<file path="src/hw/rtl/tbw_pkg.sv">
// Shared constants, types and helpers for the triangle barycentric weight pipeline.
`default_nettype none
package tbw_pkg;
  localparam int FRACTION_BITS = 16;
  localparam int COORD_BITS    = 12;
  localparam int W    = 24;
  localparam int DW   = COORD_BITS + 1;
  localparam int PW   = 2 * DW;
  localparam int EW   = PW + 1;
  localparam int NB   = EW + FRACTION_BITS;
  localparam int IN_TW  = ((2 * COORD_BITS + 7) / 8) * 8;
  localparam int OUT_TW = ((3 * W + 7) / 8) * 8;
  localparam int IDX_W  = 3;

  localparam logic signed [W-1:0] WMAX = {1'b0, {(W-1){1'b1}}};
  localparam logic signed [W-1:0] WMIN = {1'b1, {(W-1){1'b0}}};

  typedef enum logic [IDX_W-1:0] {
    REG_V0X = 3'd0,
    REG_V0Y = 3'd1,
    REG_V1X = 3'd2,
    REG_V1Y = 3'd3,
    REG_V2X = 3'd4,
    REG_V2Y = 3'd5
  } reg_idx_t;

  typedef struct packed {
    logic [EW-1:0] rem;
    logic [W-1:0]  nlow;
    logic [W-1:0]  q;
    logic          neg;
    logic          ovf;
  } lane_t;

  typedef struct packed {
    lane_t la;
    lane_t lb;
    logic  deg;
  } stg_t;

  function automatic logic signed [DW-1:0] csub(logic signed [COORD_BITS-1:0] a,
                                                logic signed [COORD_BITS-1:0] b);
    return $signed({a[COORD_BITS-1], a}) - $signed({b[COORD_BITS-1], b});
  endfunction
endpackage
`default_nettype wire

</file>
<file path="src/hw/rtl/tbw_cell.sv">
// One divider cell: produces one quotient bit per lane and passes the item on.
`default_nettype none
module tbw_cell import tbw_pkg::*; (
  input  logic          clk,
  input  logic          rst_n,
  input  logic          up_valid,
  input  stg_t          up_data,
  output logic          up_move,
  input  logic [EW-1:0] dmag,
  output logic          dn_valid,
  output stg_t          dn_data,
  input  logic          dn_move
);
  logic valid_r;
  stg_t data_r;
  stg_t data_nxt;

  function automatic lane_t step(lane_t l, logic [EW-1:0] d);
    logic [EW:0] t;
    logic        ge;
    lane_t       r;
    t = {l.rem, l.nlow[W-1]};
    ge = t >= {1'b0, d};
    r = l;
    r.rem = ge ? EW'(t - {1'b0, d}) : EW'(t);
    r.nlow = {l.nlow[W-2:0], 1'b0};
    r.q = {l.q[W-2:0], ge};
    return r;
  endfunction

  assign up_move = !valid_r || dn_move;

  always_comb begin
    data_nxt = up_data;
    data_nxt.la = step(up_data.la, dmag);
    data_nxt.lb = step(up_data.lb, dmag);
  end

  always_ff @(posedge clk) begin
    if (!rst_n) begin
      valid_r <= 1'b0;
    end else if (up_move) begin
      valid_r <= up_valid;
    end
    if (up_move) begin
      data_r <= data_nxt;
    end
  end

  assign dn_valid = valid_r;
  assign dn_data = data_r;
endmodule
`default_nettype wire

</file>
<file path="config.mk">
export PLATFORM = sky130hd
export DESIGN_NAME = tbw_cell
export DESIGN_NICKNAME = d
export VERILOG_FILES = /design/src/hw/rtl/tbw_pkg.sv /design/src/hw/rtl/tbw_cell.sv
export SDC_FILE = /design/constraint.sdc
export NUM_CORES = 1
export LEC_CHECK = 0
export ABC_AREA = 1
export BUFFER_PORTS_ARGS = -buffer_cell sky130_fd_sc_hd__buf_2
export CAP_MARGIN = 30
export CORE_MARGIN = 2
export CORE_UTILIZATION = 46
export DETAILED_ROUTE_END_ITERATION = 10
export GPL_TIMING_DRIVEN = 1
export PLACE_DENSITY = 0.87
export SLEW_MARGIN = 10
export SYNTH_ARGS = -nofsm -noshare
export SYNTH_HDL_FRONTEND = slang
export SYNTH_SLANG_ARGS = --single-unit
</file>
<file path="constraint.sdc">
create_clock -name clk -period 4.5 [get_ports clk]
set_input_delay 0.45 -clock clk [delete_from_list [all_inputs] [get_ports clk]]
set_output_delay 0.45 -clock clk [all_outputs]
set_load 0.02 [all_outputs]
</file>
==> run metrics <==
Max Clock Freq around 0.36 GHz; Register Area 4610 um^2; I/O Pins 343; final max-slew violation count 0; crit share post-route 61.4%; worst-path fanout max 28; Gate power share 26.1%; CTS H-tree depth 4; final hold vios 0; clock sinks 154; Setup Viol. Count Final 0; gr ovfl total 0; gr usage total about a quarter; area leader, netlist edfxtp_1; fin util roughly 59%; Post-Route WL 30200 um; vias in the first global route roughly 8.7k; PortBufs about 340; CORE AREA 20900 um^2; pin count of the biggest net entering global routing roughly 100; MaxCap Viol Count 0; Placed Area 11700 um^2; antenna violations before repair 10; first-pass GRT wire length roughly 44000 um; post-route cell area ~12000 um^2; DRT Pass-1 Iters 5; Setup Buffers After CTS 0; Via density slightly below 5; Die H 150 um; Yosys top cell area share 47.1%; crit path from up_data[127]; deepest clock path buffer count 2; fin crit period 2.76 ns; Reg power frac 40.7%; Clock Tree Root clkbuf_16; relative area change from synthesis to final layout 26.3%; initial core utilization a little under half; gp weighted congestion 0.902; kind of critical path input pin to flop; nature of the critical path endpoint flop; later-pin clock latency in the skew report about 0.43 ns; hold path startpoint up_data[28]; # nets final approximately 1.8k; die width around 150 um; Yosys reg bits around 150; Sw Pwr 1.47 mW; final hold slack around 0.19 ns; CTS buffer count 17; VDD IR max around 260 uV; share of layout cells above drive strength 1 roughly 25%; Pwr Density 363 nW/um^2; run status finished, final reports clean; top cells by area, synth edfxtp_1, nand2_1, inv_1; LEAKAGE slightly below 7 nW; clock network power share about 33%; DP Cell Count between 1.5k and 2k; switching part of the total between 30% and 40%; Avg Cell Area, Syn between 8 and 9 um^2; unrepaired setup endpoints after global routing no; die footprint 22400 um^2; synth warn 0; Post-Route Setup TNS 0 ns; CP required between 4 and 5 ns; Via Count about 9.1k; Reg-to-Reg Start dn_valid$_SDFFE_PN0P_; wire per inst between 15 and 20 um; Multi-input gate area 4070 um^2; Worst Max-Slew Pin Slew between 0.7 and 0.8 ns; Synth cell types 33; HPWL after DPL about 24000 um; worst hold path class input pin to flop; clk slew on worst S/H paths 0.07 ns; TritonCTS clock tree yes; register area share after synthesis roughly 47%; placement row count 53; DRC violations left 0; Post-CTS Hold Buffers 0; ANT nets after route 0; Fillers between 1.5k and 2k; CP Launch Type input pin; CTS resizes 0; Starting DRT DRC Count 640; internal power about 3 mW; Cell Area, Synth 9750 um^2; Arrival @ worst endpoint just over 3 ns; fin cells 1850; slew margin rel. between 50% and 60%; clock skew around 0.014 ns; Post-Syn Instances about 1.2k
-- metrics by stage --
step	power, mW	worst slack, ns
6_report	4.48	1.74
5_1_grt	4.69	1.58
4_1_cts	4.50	1.78
3_5_place_dp	3.01	1.36
3_3_place_gp	2.99	1.44
2_1_floorplan	2.62	0.0418
-- path summary, 6_finish.rpt --
kind                                          endpoint  cells after the start  slack, ns
worst max-delay path            dn_data[147]$_DFFE_PP_                     14       1.74
worst min-delay path             dn_data[29]$_DFFE_PP_                      1       0.19
worst max register to register  dn_data[112]$_DFFE_PP_                      2       2.65
worst min register to register   dn_data[33]$_DFFE_PP_                      1       1.12
-- synthesized netlist by cell type (all sizes together) --
cell    instances
nand3          72
edfxtp        153
fa              2
dfxtp           1
nand4          42
a21boi          1
nor3            4
nand3b          8
or2             4
a21o            2
a21oi          28
clkbuf          2
xor2           28
nor2           76
buf            15
inv           252
o21ai          24
conb            1
ha             54
and2            2
xnor2           2
nand2         437
-- per-layer routing --
layer | track usage (%) | routed length [um]
met2 | 49.6 | 16100
met5 | 0 | 14
met3 | 4.57 | 1900
met1 | 27.9 | 11100
met4 | 13.1 | 1130
-- cells by family after synthesis --
| kind of cell | share of synthesized area, % |
|---|---|
| compound gates | 3.13 |
| xor+xnor | 2.69 |
| fa+ha+maj | 7.34 |
| buf+inv | 11.1 |
| flops | 47.3 |
| other cells | 0.0385 |
| simple gates | 28.4 |
-- flip-flops by register name, summed over array words and instances (netlist names) --
register  count
dn_data     153
dn_valid      1
-- placed cells by master, fill, tap and decap left out, types with 3 or more instances in the layout --
| cell | count |
|---|---|
| nand4_1 | 42 |
| edfxtp_1 | 153 |
| xor2_1 | 28 |
| nand3b_1 | 8 |
| clkbuf_16 | 17 |
| buf_2 | 338 |
| nand3_1 | 66 |
| inv_8 | 5 |
| ha_1 | 54 |
| inv_6 | 3 |
| nor2_1 | 73 |
| diode_2 | 9 |
| clkinv_4 | 4 |
| nor2_2 | 3 |
| nand2_1 | 432 |
| a21oi_1 | 26 |
| o21ai_1 | 24 |
| inv_1 | 252 |
| nand3_2 | 4 |
| nand2_2 | 3 |
-- power by group through the flow --
stage | logic (mW) | registers (mW) | clock network [mW]
4_1_cts | 1.17 | 1.82 | 1.51
3_3_place_gp | 1.14 | 1.85 | 0
2_1_floorplan | 0.544 | 2.07 | 0
3_5_place_dp | 1.16 | 1.85 | 0
5_1_grt | 1.29 | 1.83 | 1.57
6_report | 1.17 | 1.82 | 1.49
-- layout make-up --
cell class                 instances  share of cell area, %
clock buffer                      18                   3.48
inverter                         252                   7.68
timing repair buffer             340                   14.0
antenna                            9                  0.183
clock inverter                    14                   1.44
multi-input combinational        788                   33.0
sequential                       154                   37.5
tap                              275                   2.79
-- critical path, cell delays in order --
cell	delay, ns
buf_2	0.08
inv_1	0.04
ha_1	0.23
fa_1	0.42
inv_1	0.13
nand3_1	0.08
nand3_1	0.18
nand2_1	0.10
nand3_2	0.11
nand2_2	0.22
nand3_2	0.34
buf_4	0.36
nand3_1	0.21
nand2_1	0.10
Power figures use the tool's default switching activity.
