### src/hw/rtl/tbw_pkg.sv
// Shared constants, types and helpers for the triangle barycentric weight pipeline.
`default_nettype none
package tbw_pkg;
  localparam int FRACTION_BITS = 16;
  localparam int COORD_BITS    = 12;
  localparam int W    = 24;
  localparam int DW   = COORD_BITS + 1;
  localparam int PW   = 2 * DW;
  localparam int EW   = PW + 1;
  localparam int NB   = EW + FRACTION_BITS;
  localparam int IN_TW  = ((2 * COORD_BITS + 7) / 8) * 8;
  localparam int OUT_TW = ((3 * W + 7) / 8) * 8;
  localparam int IDX_W  = 3;

  localparam logic signed [W-1:0] WMAX = {1'b0, {(W-1){1'b1}}};
  localparam logic signed [W-1:0] WMIN = {1'b1, {(W-1){1'b0}}};

  typedef enum logic [IDX_W-1:0] {
    REG_V0X = 3'd0,
    REG_V0Y = 3'd1,
    REG_V1X = 3'd2,
    REG_V1Y = 3'd3,
    REG_V2X = 3'd4,
    REG_V2Y = 3'd5
  } reg_idx_t;

  typedef struct packed {
    logic [EW-1:0] rem;
    logic [W-1:0]  nlow;
    logic [W-1:0]  q;
    logic          neg;
    logic          ovf;
  } lane_t;

  typedef struct packed {
    lane_t la;
    lane_t lb;
    logic  deg;
  } stg_t;

  function automatic logic signed [DW-1:0] csub(logic signed [COORD_BITS-1:0] a,
                                                logic signed [COORD_BITS-1:0] b);
    return $signed({a[COORD_BITS-1], a}) - $signed({b[COORD_BITS-1], b});
  endfunction
endpackage
`default_nettype wire

### src/hw/rtl/tbw_post.sv
// Sign, saturation, third weight and output register of the weight pipeline.
`default_nettype none
module tbw_post import tbw_pkg::*; (
  input  logic              clk,
  input  logic              rst_n,
  input  logic              up_valid,
  input  stg_t              up_data,
  output logic              up_move,
  output logic              out_tvalid,
  input  logic              out_tready,
  output logic [OUT_TW-1:0] out_tdata,
  output logic              out_tuser
);
  localparam logic signed [W+2:0] ONE_X = (W+3)'(1) <<< FRACTION_BITS;

  logic                vw_r;
  logic signed [W-1:0] w2_r, w0_r;
  logic                degw_r;
  logic                ov_r;
  logic signed [W-1:0] o1_r, o2_r, o0_r;
  logic                odeg_r;
  logic                o_move;
  logic signed [W+2:0] t1;
  logic signed [W-1:0] w1_nxt;

  function automatic logic signed [W-1:0] sat_lane(lane_t l);
    logic signed [W+1:0] s;
    logic signed [W-1:0] r;
    s = l.neg ? -$signed({2'b00, l.q}) : $signed({2'b00, l.q});
    if (l.ovf) begin
      r = l.neg ? WMIN : WMAX;
    end else if (s > WMAX) begin
      r = WMAX;
    end else if (s < WMIN) begin
      r = WMIN;
    end else begin
      r = W'(s);
    end
    return r;
  endfunction

  assign o_move = !ov_r || out_tready;
  assign up_move = !vw_r || o_move;

  always_comb begin
    t1 = ONE_X - (W+3)'(w2_r) - (W+3)'(w0_r);
    if (degw_r) begin
      w1_nxt = '0;
    end else if (t1 > WMAX) begin
      w1_nxt = WMAX;
    end else if (t1 < WMIN) begin
      w1_nxt = WMIN;
    end else begin
      w1_nxt = W'(t1);
    end
  end

  always_ff @(posedge clk) begin
    if (!rst_n) begin
      vw_r <= 1'b0;
      ov_r <= 1'b0;
    end else begin
      if (up_move) begin
        vw_r <= up_valid;
      end
      if (o_move) begin
        ov_r <= vw_r;
      end
    end
    if (up_move) begin
      w2_r <= up_data.deg ? '0 : sat_lane(up_data.la);
      w0_r <= up_data.deg ? '0 : sat_lane(up_data.lb);
      degw_r <= up_data.deg;
    end
    if (o_move) begin
      o1_r <= w1_nxt;
      o2_r <= w2_r;
      o0_r <= w0_r;
      odeg_r <= degw_r;
    end
  end

  assign out_tvalid = ov_r;
  assign out_tdata = OUT_TW'({o0_r, o2_r, o1_r});
  assign out_tuser = odeg_r;
endmodule
`default_nettype wire

### config.mk
export PLATFORM = sky130hd
export DESIGN_NAME = tbw_post
export DESIGN_NICKNAME = d
export VERILOG_FILES = /design/src/hw/rtl/tbw_pkg.sv /design/src/hw/rtl/tbw_post.sv
export SDC_FILE = /design/constraint.sdc
export NUM_CORES = 1
export LEC_CHECK = 0
export BUFFER_PORTS_ARGS = -buffer_cell sky130_fd_sc_hd__buf_4
export CAP_MARGIN = 20
export CELL_PAD_IN_SITES_DETAIL_PLACEMENT = 0
export CELL_PAD_IN_SITES_GLOBAL_PLACEMENT = 1
export CORE_AREA = 2 2 148 150
export DETAILED_ROUTE_END_ITERATION = 10
export DIE_AREA = 0 0 150 152
export GPL_TIMING_DRIVEN = 0
export PLACE_DENSITY = 0.82
export SLEW_MARGIN = 15
export SYNTH_ARGS = -nofsm -noshare
export SYNTH_HDL_FRONTEND = slang
export SYNTH_SLANG_ARGS = --single-unit
### constraint.sdc
create_clock -name clk -period 3.35 [get_ports clk]
set_clock_uncertainty 0.15 [all_clocks]
set_input_delay 0.67 -clock clk [delete_from_list [all_inputs] [get_ports clk]]
set_output_delay 0.67 -clock clk [all_outputs]
set_load 0.03 [all_outputs]
==> summary.md, run 1 <==
| Metric | Value |
|---|---|
| Number of DRC violations after detailed routing | 0 |
| Setup repair after global routing missed its margin | yes |
| Antenna violations before repair | 0 |
| Bufs and invs on worst path | 2 |
| Sum of met2 wire segment lengths after detailed routing | 9.70 mm |
| Top Ports | 234 |
| Total grt overflow | 0 |
| TritonCTS clock tree | done |
| Area contributors post-synth | edfxtp_1, ha_1, a21oi_1 |
| Fin nets | 1080 |
| Final hold vios | 0 |
| CP max stage cell | or4_4 |
| Number of nets with antenna violations after routing | 0 |
| Peak ir drop on the vdd network | 284 uV |
| CP startpoint kind | flip-flop |
| Setup slack after layout | -0.377 ns |
| Core outline area | 0.0214 mm2 |
| Syn Nets | 910 |
| Cell area after synthesis | 0.00750 mm2 |
| GRT Resource Usage Total | 17.2% |
| Failing checks | negative setup slack |
| Post-detailed-routing wire length | 19.6 mm |
| Average via count per standard cell | 5.05 |
| Largest net degree at the start of global routing | 39 |
| Die Y-Extent | 152 um |
| Max-slew violation total from the final report | 0 |
| Outcome | complete, but fails checks |
| Wire length of the first global-routing pass | 30.2 mm |
| Fraction of the yosys area taken by sequential cells | 49.4% |
| Area share of the largest cell type after synthesis | 48.9% |
| Flop2flop setup slack | -0.38 ns |
| Highest metal layer used by the detailed router | met4 |
| Worst slew slack as a fraction of its limit | 50.5% |
| Clock-pin transition on the worst setup and hold timing paths | 0.06 ns |
| Sum of negative setup slack | -7.65 ns |
| Bufs on Longest Clock Path | 2 |
| Antenna fix cells | 0 |
| Critical path endpoint category | flip-flop |
| CP top delay family | simple AND/OR/NAND/NOR gates |
| Critical Path AT | 3.87 ns |
| EDFF count, synth | 122 |
| Cell-by-cell listing of the critical path | inv_2 > ha_4 > ha_4 > nand2_4 > or4_4 > a211o_1 > and3_4 > a221o_1 > or4_4 > a21oi_4 > buf_4 > a31o_1 |
| Largest stage delay on the critical path | 0.53 ns |
| Routability cong. | 0.853 |
| H-tree levels | 4 |
| Setup violations, final | 23 |
| Initial core utilization | 35.1% |
| Static leakage | 0.00421 uW |
| Power Dens Cells | 641 mW/mm2 |
| Required time worst endpoint | 3.49 ns |
| Via count of the first global-routing pass | 5655 |
| Library cell used as clock root buffer | clkbuf_16 |
| Met1 Routed Length | 8.40 mm |
| Number of synthesized register bits | 124 |
| Worst Hold Class | primary input to flip-flop |
| Later-pin clock latency in the skew report | 0.43 ns |
| Transition at the pin with the smallest max-transition slack | 0.740 ns |
| Crit-path max FO | 6 |
| Synthesized area per cell | 10.7 um2 |
| Hold_buf cts | 0 |
| Post-synth top area cell | edfxtp_1 |
| 1st-pass router iterations | 5 |
| Area enclosed by the die boundary | 0.0228 mm2 |
| Average detailed-routed wire length per instance | 16.9 um |
| Most frequently used flop master after synthesis | edfxtp_1 |
| Upper clock frequency limit | 268 MHz |
| Netlist cell types | 76 |
| Met3 routed wirelength | 1.18 mm |
| Filler cells | 2047 |
| Detailed router's first-iteration violation count | 457 |
| Crit path time final | 3.73 ns |
| Cells after synthesis | 700 |
| Total of max-cap violations | 0 |
| Final period util | 111% |
| WS Path Type | flip-flop to flip-flop |
| Fraction of registers with async set/reset | 0% |
| CTS Sinks | 124 |
| Final design utilization | 46.4% |
| Number of I/O port buffers | 131 |
| Die X | 150 um |
| Total number of vias | 5878 |
| Dpl hpwl | 15.0 mm |
| Yosys Warn Count | 0 |
| Floorplan row count | 54 |
| Number of buffers inserted during clock tree synthesis | 17 |
| Share of layout cells above drive strength 1 | 29.3% |
| P&R area growth vs syn | 32.0% |
-- state kept, by name (all words and copies together) (netlist names) --
signal,count
o0_r,24
o1_r,24
o2_r,24
w0_r,24
w2_r,24
degw_r,1
out_tuser,1
out_tvalid,1
vw_r,1
-- area by class of cell --
| class | count | area, um2 | share of cell area, % |
|---|---|---|---|
| buffer | 27 | 178 | 1.80 |
| clock buffer | 18 | 429 | 4.34 |
| clock inverter | 14 | 180 | 1.82 |
| inverter | 63 | 239 | 2.41 |
| multi-input combinational | 482 | 3610 | 36.5 |
| sequential | 124 | 3700 | 37.4 |
| tap | 280 | 350 | 3.54 |
| timing repair buffer | 155 | 1200 | 12.2 |
-- power breakdown --
part | total (uW) | switching [uW] | internal (uW)
Clock | 1920 | 737 | 1180
Sequential | 2110 | 100 | 2010
Combinational | 2320 | 1320 | 995
Total | 6350 | 2160 | 4190
-- timing repair --
| item | CTS | global route |
|---|---|---|
| pin swaps | 1 | 12 |
| resized for setup | 10 | 38 |
| setup buffers | 7 | 13 |
| cloned | 1 | 1 |
| setup endpoints to repair | 43 | 66 |
-- layout by cell type, fill, tap and decap left out, drive strengths merged, types with 9 or more instances in the layout --
cell and count:
nor2 30, nand3 10, buf 162, o31ai 12, xnor2 18, a21oi 59
clkbuf 37, nor3 20, xor2 27, nor2b 14, edfxtp 122, o21ai 50
nand2 43, o21a 9, a21o 29, inv 69, ha 50
-- kinds of logic after synthesis --
kind of cell	after synthesis	synth area share (%)
multiplexers	2	0.267
flip-flops	124	49.4
XOR/XNOR	45	5.26
adder cells (fa/ha/maj)	51	8.61
AO/OA/AOI/OAI	217	18.9
buffers and inverters	94	5.81
AND/OR/NAND/NOR	167	11.8
-- metal layers --
layer	up-vias	global-route usage (%)
li1	2947	-
met1	2773	21.2
met2	134	28.4
met3	24	4.71
met4	0	7.14
met5	-	0
-- synth_stat cells (18+ instances only) --
| cell | n |
|---|---|
| edfxtp_1 | 122 |
| inv_1 | 62 |
| a21oi_1 | 58 |
| ha_1 | 50 |
| nand2_1 | 42 |
| nor2_1 | 30 |
| o21ai_1 | 29 |
| a21o_1 | 27 |
| xor2_1 | 27 |
| o21ai_0 | 21 |
| nor3_1 | 19 |
| clkbuf_1 | 18 |
| xnor2_1 | 18 |
-- path summary, 6_finish.rpt --
path,startpoint,to,depth (start not counted)
max,w0_r[4],o1_r[16],12
min reg2reg,w0_r[12],o0_r[12],0
min,rst_n,out_tvalid,2
max reg2reg,w0_r[4],o1_r[16],12
-- stage by stage --
step | cells | setup slack (ns) | hold slack [ns] | area [um2] | power [uW]
2_1_floorplan | 700 | -0.0878 | 0.276 | 7510 | 3590
3_3_place_gp | 1111 | -0.524 | 0.284 | 8840 | 4240
3_5_place_dp | 1113 | -0.551 | 0.292 | 8890 | 4250
4_1_cts | 1150 | -0.384 | 0.288 | 9610 | 6230
5_1_grt | 1163 | -0.500 | 0.287 | 9900 | 6660
6_report | 1163 | -0.377 | 0.299 | 9900 | 6350
(Power assumes the default switching activity.)
==> run 2, diff against run 1 <==
ABC_AREA = 1   (was unset)
CORE_AREA = 2 2 160 162   (was 2 2 148 150)
DIE_AREA = 0 0 162 164   (was 0 0 150 152)
SETUP_SLACK_MARGIN = 0.05   (was unset)
==> run 2 against run 1 <==
Net effect:
- the run now ends clean
- clock-buffer cell count decreased by 1
- critical path type unchanged
- power up 0.21%
- clock power decreased by 3%
- synthesized cell count grew 46%
- critical path depth grew 2
- sequential share of layout area down 2.4 points
==> summary.md, run 2 <==
| Metric | Value |
|---|---|
| Netlist cell types | 39 (was 76) |
| GRT Resource Usage Total | 16.1% (was 17.2%) |
| Synthesized area per cell | 8.33 um2 (was 10.7 um2) |
| 1st-pass router iterations | 5 (unchanged) |
| Static leakage | 0.00506 uW (was 0.00421 uW) |
| Setup violations, final | 0 (was 23) |
| Top-count cell post-synth | nand2_1 (was edfxtp_1) |
| Worst slew slack as a fraction of its limit | 66.7% (was 50.5%) |
| Most frequently used flop master after synthesis | edfxtp_1 (unchanged) |
| Outcome | finished clean (was complete, but fails checks) |
| CP max stage cell | edfxtp_1 (was or4_4) |
| Power Dens Cells | 601 mW/mm2 (was 641 mW/mm2) |
| Syn Nets | 1234 (was 910) |
| Setup repair after global routing missed its margin | no (was yes) |
| CP startpoint kind | flip-flop (unchanged) |
| Top Ports | 234 (unchanged) |
| Sum of negative setup slack | 0 ns (was -7.65 ns) |
| Compound-cell area share of the yosys netlist | 6.72% (was 18.9%) |
| Yosys Warn Count | 0 (unchanged) |
| Core outline area | 0.0248 mm2 (was 0.0214 mm2) |
| Cell area after synthesis | 0.00853 mm2 (was 0.00750 mm2) |
| Area share of the largest cell type after synthesis | 43.0% (was 48.9%) |
| Relative contribution of combinational cells to total power | 37.7% (was 36.5%) |
| Commonest non-fill, non-tap cell in the layout | nand2_1 (was buf_4) |
| Area enclosed by the die boundary | 0.0266 mm2 (was 0.0228 mm2) |
| Die Y-Extent | 164 um (was 152 um) |
| Total grt overflow | 0 (unchanged) |
| Peak ir drop on the vdd network | 341 uV (was 284 uV) |
| Antenna violations before repair | 0 (unchanged) |
| Final period util | 90.1% (was 111%) |
| Hold_buf cts | 0 (unchanged) |
| Dominant combinational cell family by area after synthesis | simple AND/OR/NAND/NOR gates (was compound AO/OA/AOI/OAI gates) |
| Count of cells along the worst register-to-register path | 14 (was 12) |
| Dpl hpwl | 17.5 mm (was 15.0 mm) |
| Proportion of power drawn by the clock network | 29.2% (was 30.3%) |
| Critical path endpoint category | flip-flop (unchanged) |
| H-tree levels | 4 (unchanged) |
| Number of cells traversed by the worst hold path | 0 (was 2) |
| Fraction of registers with async set/reset | 0% (unchanged) |
| Number of synthesized register bits | 124 (unchanged) |
| Cell-by-cell listing of the critical path | inv_1 > ha_1 > ha_1 > a21oi_1 > nand2_1 > nand2_1 > nand2_1 > nand2_1 > nand4_1 > nand2_1 > nand2_1 > nand3_2 > buf_6 > nand2_1 (was inv_2 > ha_4 > ha_4 > nand2_4 > or4_4 > a211o_1 > and3_4 > a221o_1 > or4_4 > a21oi_4 > buf_4 > a31o_1) |
| Commonest cells after routing, fill and taps aside | nand2_1, inv_1, buf_4 (was buf_4, edfxtp_1, a21oi_1) |
| Later-pin clock latency in the skew report | 0.42 ns (was 0.43 ns) |
| Initial core utilization | 34.4% (was 35.1%) |
| Upper clock frequency limit | 331 MHz (was 268 MHz) |
| Setup slack after layout | 0.333 ns (was -0.377 ns) |
| Cell type with the highest occurrence count on the critical path | nand2_1 |
| Antenna fix cells | 0 (unchanged) |
| Largest net degree at the start of global routing | 62 (was 39) |
| Wire length of the first global-routing pass | 33.4 mm (was 30.2 mm) |
| Switching power of the nets | 2410 uW (was 2160 uW) |
| Post-synth top area cell | edfxtp_1 (unchanged) |
| Transition at the pin with the smallest max-transition slack | 0.499 ns (was 0.740 ns) |
| Max-slew violation total from the final report | 0 (unchanged) |
| Reg power frac | 33.1% (was 33.3%) |
| Cells after synthesis | 1024 (was 700) |
| Average detailed-routed wire length per instance | 13.9 um (was 16.9 um) |
| Number of DRC violations after detailed routing | 0 (unchanged) |
| Fraction of the yosys area taken by sequential cells | 43.4% (was 49.4%) |
| Post-synthesis adder-cell area fraction | 7.57% (was 8.61%) |
| Cells resized by post-CTS repair | 0 (was 10) |
| Average via count per standard cell | 4.49 (was 5.05) |
| Routability cong. | 0.860 (was 0.853) |
| Total power draw | 6360 uW (was 6350 uW) |
| Largest stage delay on the critical path | 0.45 ns (was 0.53 ns) |
| P&R area growth vs syn | 24.0% (was 32.0%) |
| Share of the synthesized netlist area taken by xor and xnor gates | 4.62% (was 5.26%) |
| Crit path time final | 3.02 ns (was 3.73 ns) |
| Library cell used as clock root buffer | clkbuf_16 (unchanged) |
| Via count of the first global-routing pass | 6612 (was 5655) |
| Floorplan row count | 58 (was 54) |
| Critical Path AT | 3.03 ns (was 3.87 ns) |
| Count of non-filler cells in the finished layout | 1518 (was 1163) |
| Clock-pin transition on the worst setup and hold timing paths | 0.07 ns (was 0.06 ns) |
| Die X | 162 um (was 150 um) |
| Required time worst endpoint | 3.37 ns (was 3.49 ns) |
| Post-detailed-routing wire length | 21.0 mm (was 19.6 mm) |
| Total of max-cap violations | 0 (unchanged) |
| Switching Share | 37.9% (was 34.0%) |
| Number of I/O port buffers | 130 (was 131) |
| Multiplexer share of the synthesized area | 0% (was 0.267%) |
| Worst Hold Class | flip-flop to flip-flop (was primary input to flip-flop) |
| Area contributors post-synth | edfxtp_1, nand2_1, ha_1 (was edfxtp_1, ha_1, a21oi_1) |
| Post-CTS Repair Setup Buffers | 0 (was 7) |
| Share of layout cells above drive strength 1 | 22.5% (was 29.3%) |
| Final hold vios | 0 (unchanged) |
| Post-placement worst setup slack | 0.356 ns (was -0.551 ns) |
| Detailed router's first-iteration violation count | 346 (was 457) |
| Post-route worst hold slack | 0.295 ns (was 0.299 ns) |
| Total number of vias | 6810 (was 5878) |
| Int Power | 3950 uW (was 4190 uW) |
| CTS Sinks | 124 (unchanged) |
| TritonCTS clock tree | done (unchanged) |
| Bufs on Longest Clock Path | 2 (unchanged) |
| WS Path Type | flip-flop to flip-flop (unchanged) |
| Crit-path max FO | 10 (was 6) |
| Top cell types by occurrence after synthesis | nand2_1, inv_1, edfxtp_1 (was edfxtp_1, inv_1, a21oi_1) |
| Number of nets with antenna violations after routing | 0 (unchanged) |
| Placed Cells | 1486 (was 1113) |
| Basic-gate share of the synthesized area counting and, or, nand and nor cells | 28.5% (was 11.8%) |
| Number of buffers inserted during clock tree synthesis | 17 (unchanged) |
| EDFF count, synth | 122 (unchanged) |
| Fin nets | 1385 (was 1080) |
[run 2: cell count changes after synthesis, moves of 17 or more]
cell and delta:
nand2_2 +20, inv_1 +78, nor2_2 +17, nand3_1 +50, nand2_1 +252, nand3_2 +27
a21o_1 -26, nor2_1 +37, o21ai_1 -28
[run 2: layout make-up]
type	instances	area, um2
inverter	145	544
clock buffer	17	425
timing repair buffer	132	1020
tap	330	413
buffer	31	234
fill	2513	14200
sequential	124	3700
clock inverter	15	175
multi-input combinational	724	4060
[run 2: stage by stage]
step                instance area (um2)  util, %
floorplan                          8530        -
global placement                   9920     40.0
detailed placement                 9980     40.2
CTS                               10600     42.6
global route                      10600     42.6
finish                            10600     42.6
[run 2: final timing paths]
check	start	slack (ns)	end
max	w2_r[11]	0.33	o1_r[19]
min	w2_r[9]	0.29	o2_r[9]
max reg2reg	w2_r[11]	0.33	o1_r[19]
min reg2reg	w2_r[9]	0.29	o2_r[9]
[run 2: kinds of logic after synthesis]
| family | count (synthesis) |
|---|---|
| XOR/XNOR | 45 |
| buffers and inverters | 176 |
| adder cells (fa/ha/maj) | 51 |
| flip-flops | 124 |
| AND/OR/NAND/NOR | 523 |
| AO/OA/AOI/OAI | 105 |
[run 2: critical path: cells and delay by family, from the launching register on]
family	cells	cell delay, ns
simple gates	9	0.95
fa+ha+maj	2	0.72
flops	1	0.45
compound gates	1	0.30
buf+inv	2	0.21
[run 2: power groups by stage]
stage / combinational (uW) / sequential [uW] / clock, uW
3_3_place_gp: 2380 / 2140 / 0
5_1_grt: 2660 / 2120 / 1930
4_1_cts: 2420 / 2110 / 1880
2_1_floorplan: 1300 / 2510 / 0
6_report: 2400 / 2100 / 1860
3_5_place_dp: 2400 / 2140 / 0
[run 2: layer usage]
metal	wire length [um]	track usage [%]	share of wire, %
met5	0	0	0
met4	286	4.99	1.4
met3	713	2.40	3.4
met2	10700	29.1	51
met1	9320	19.8	44
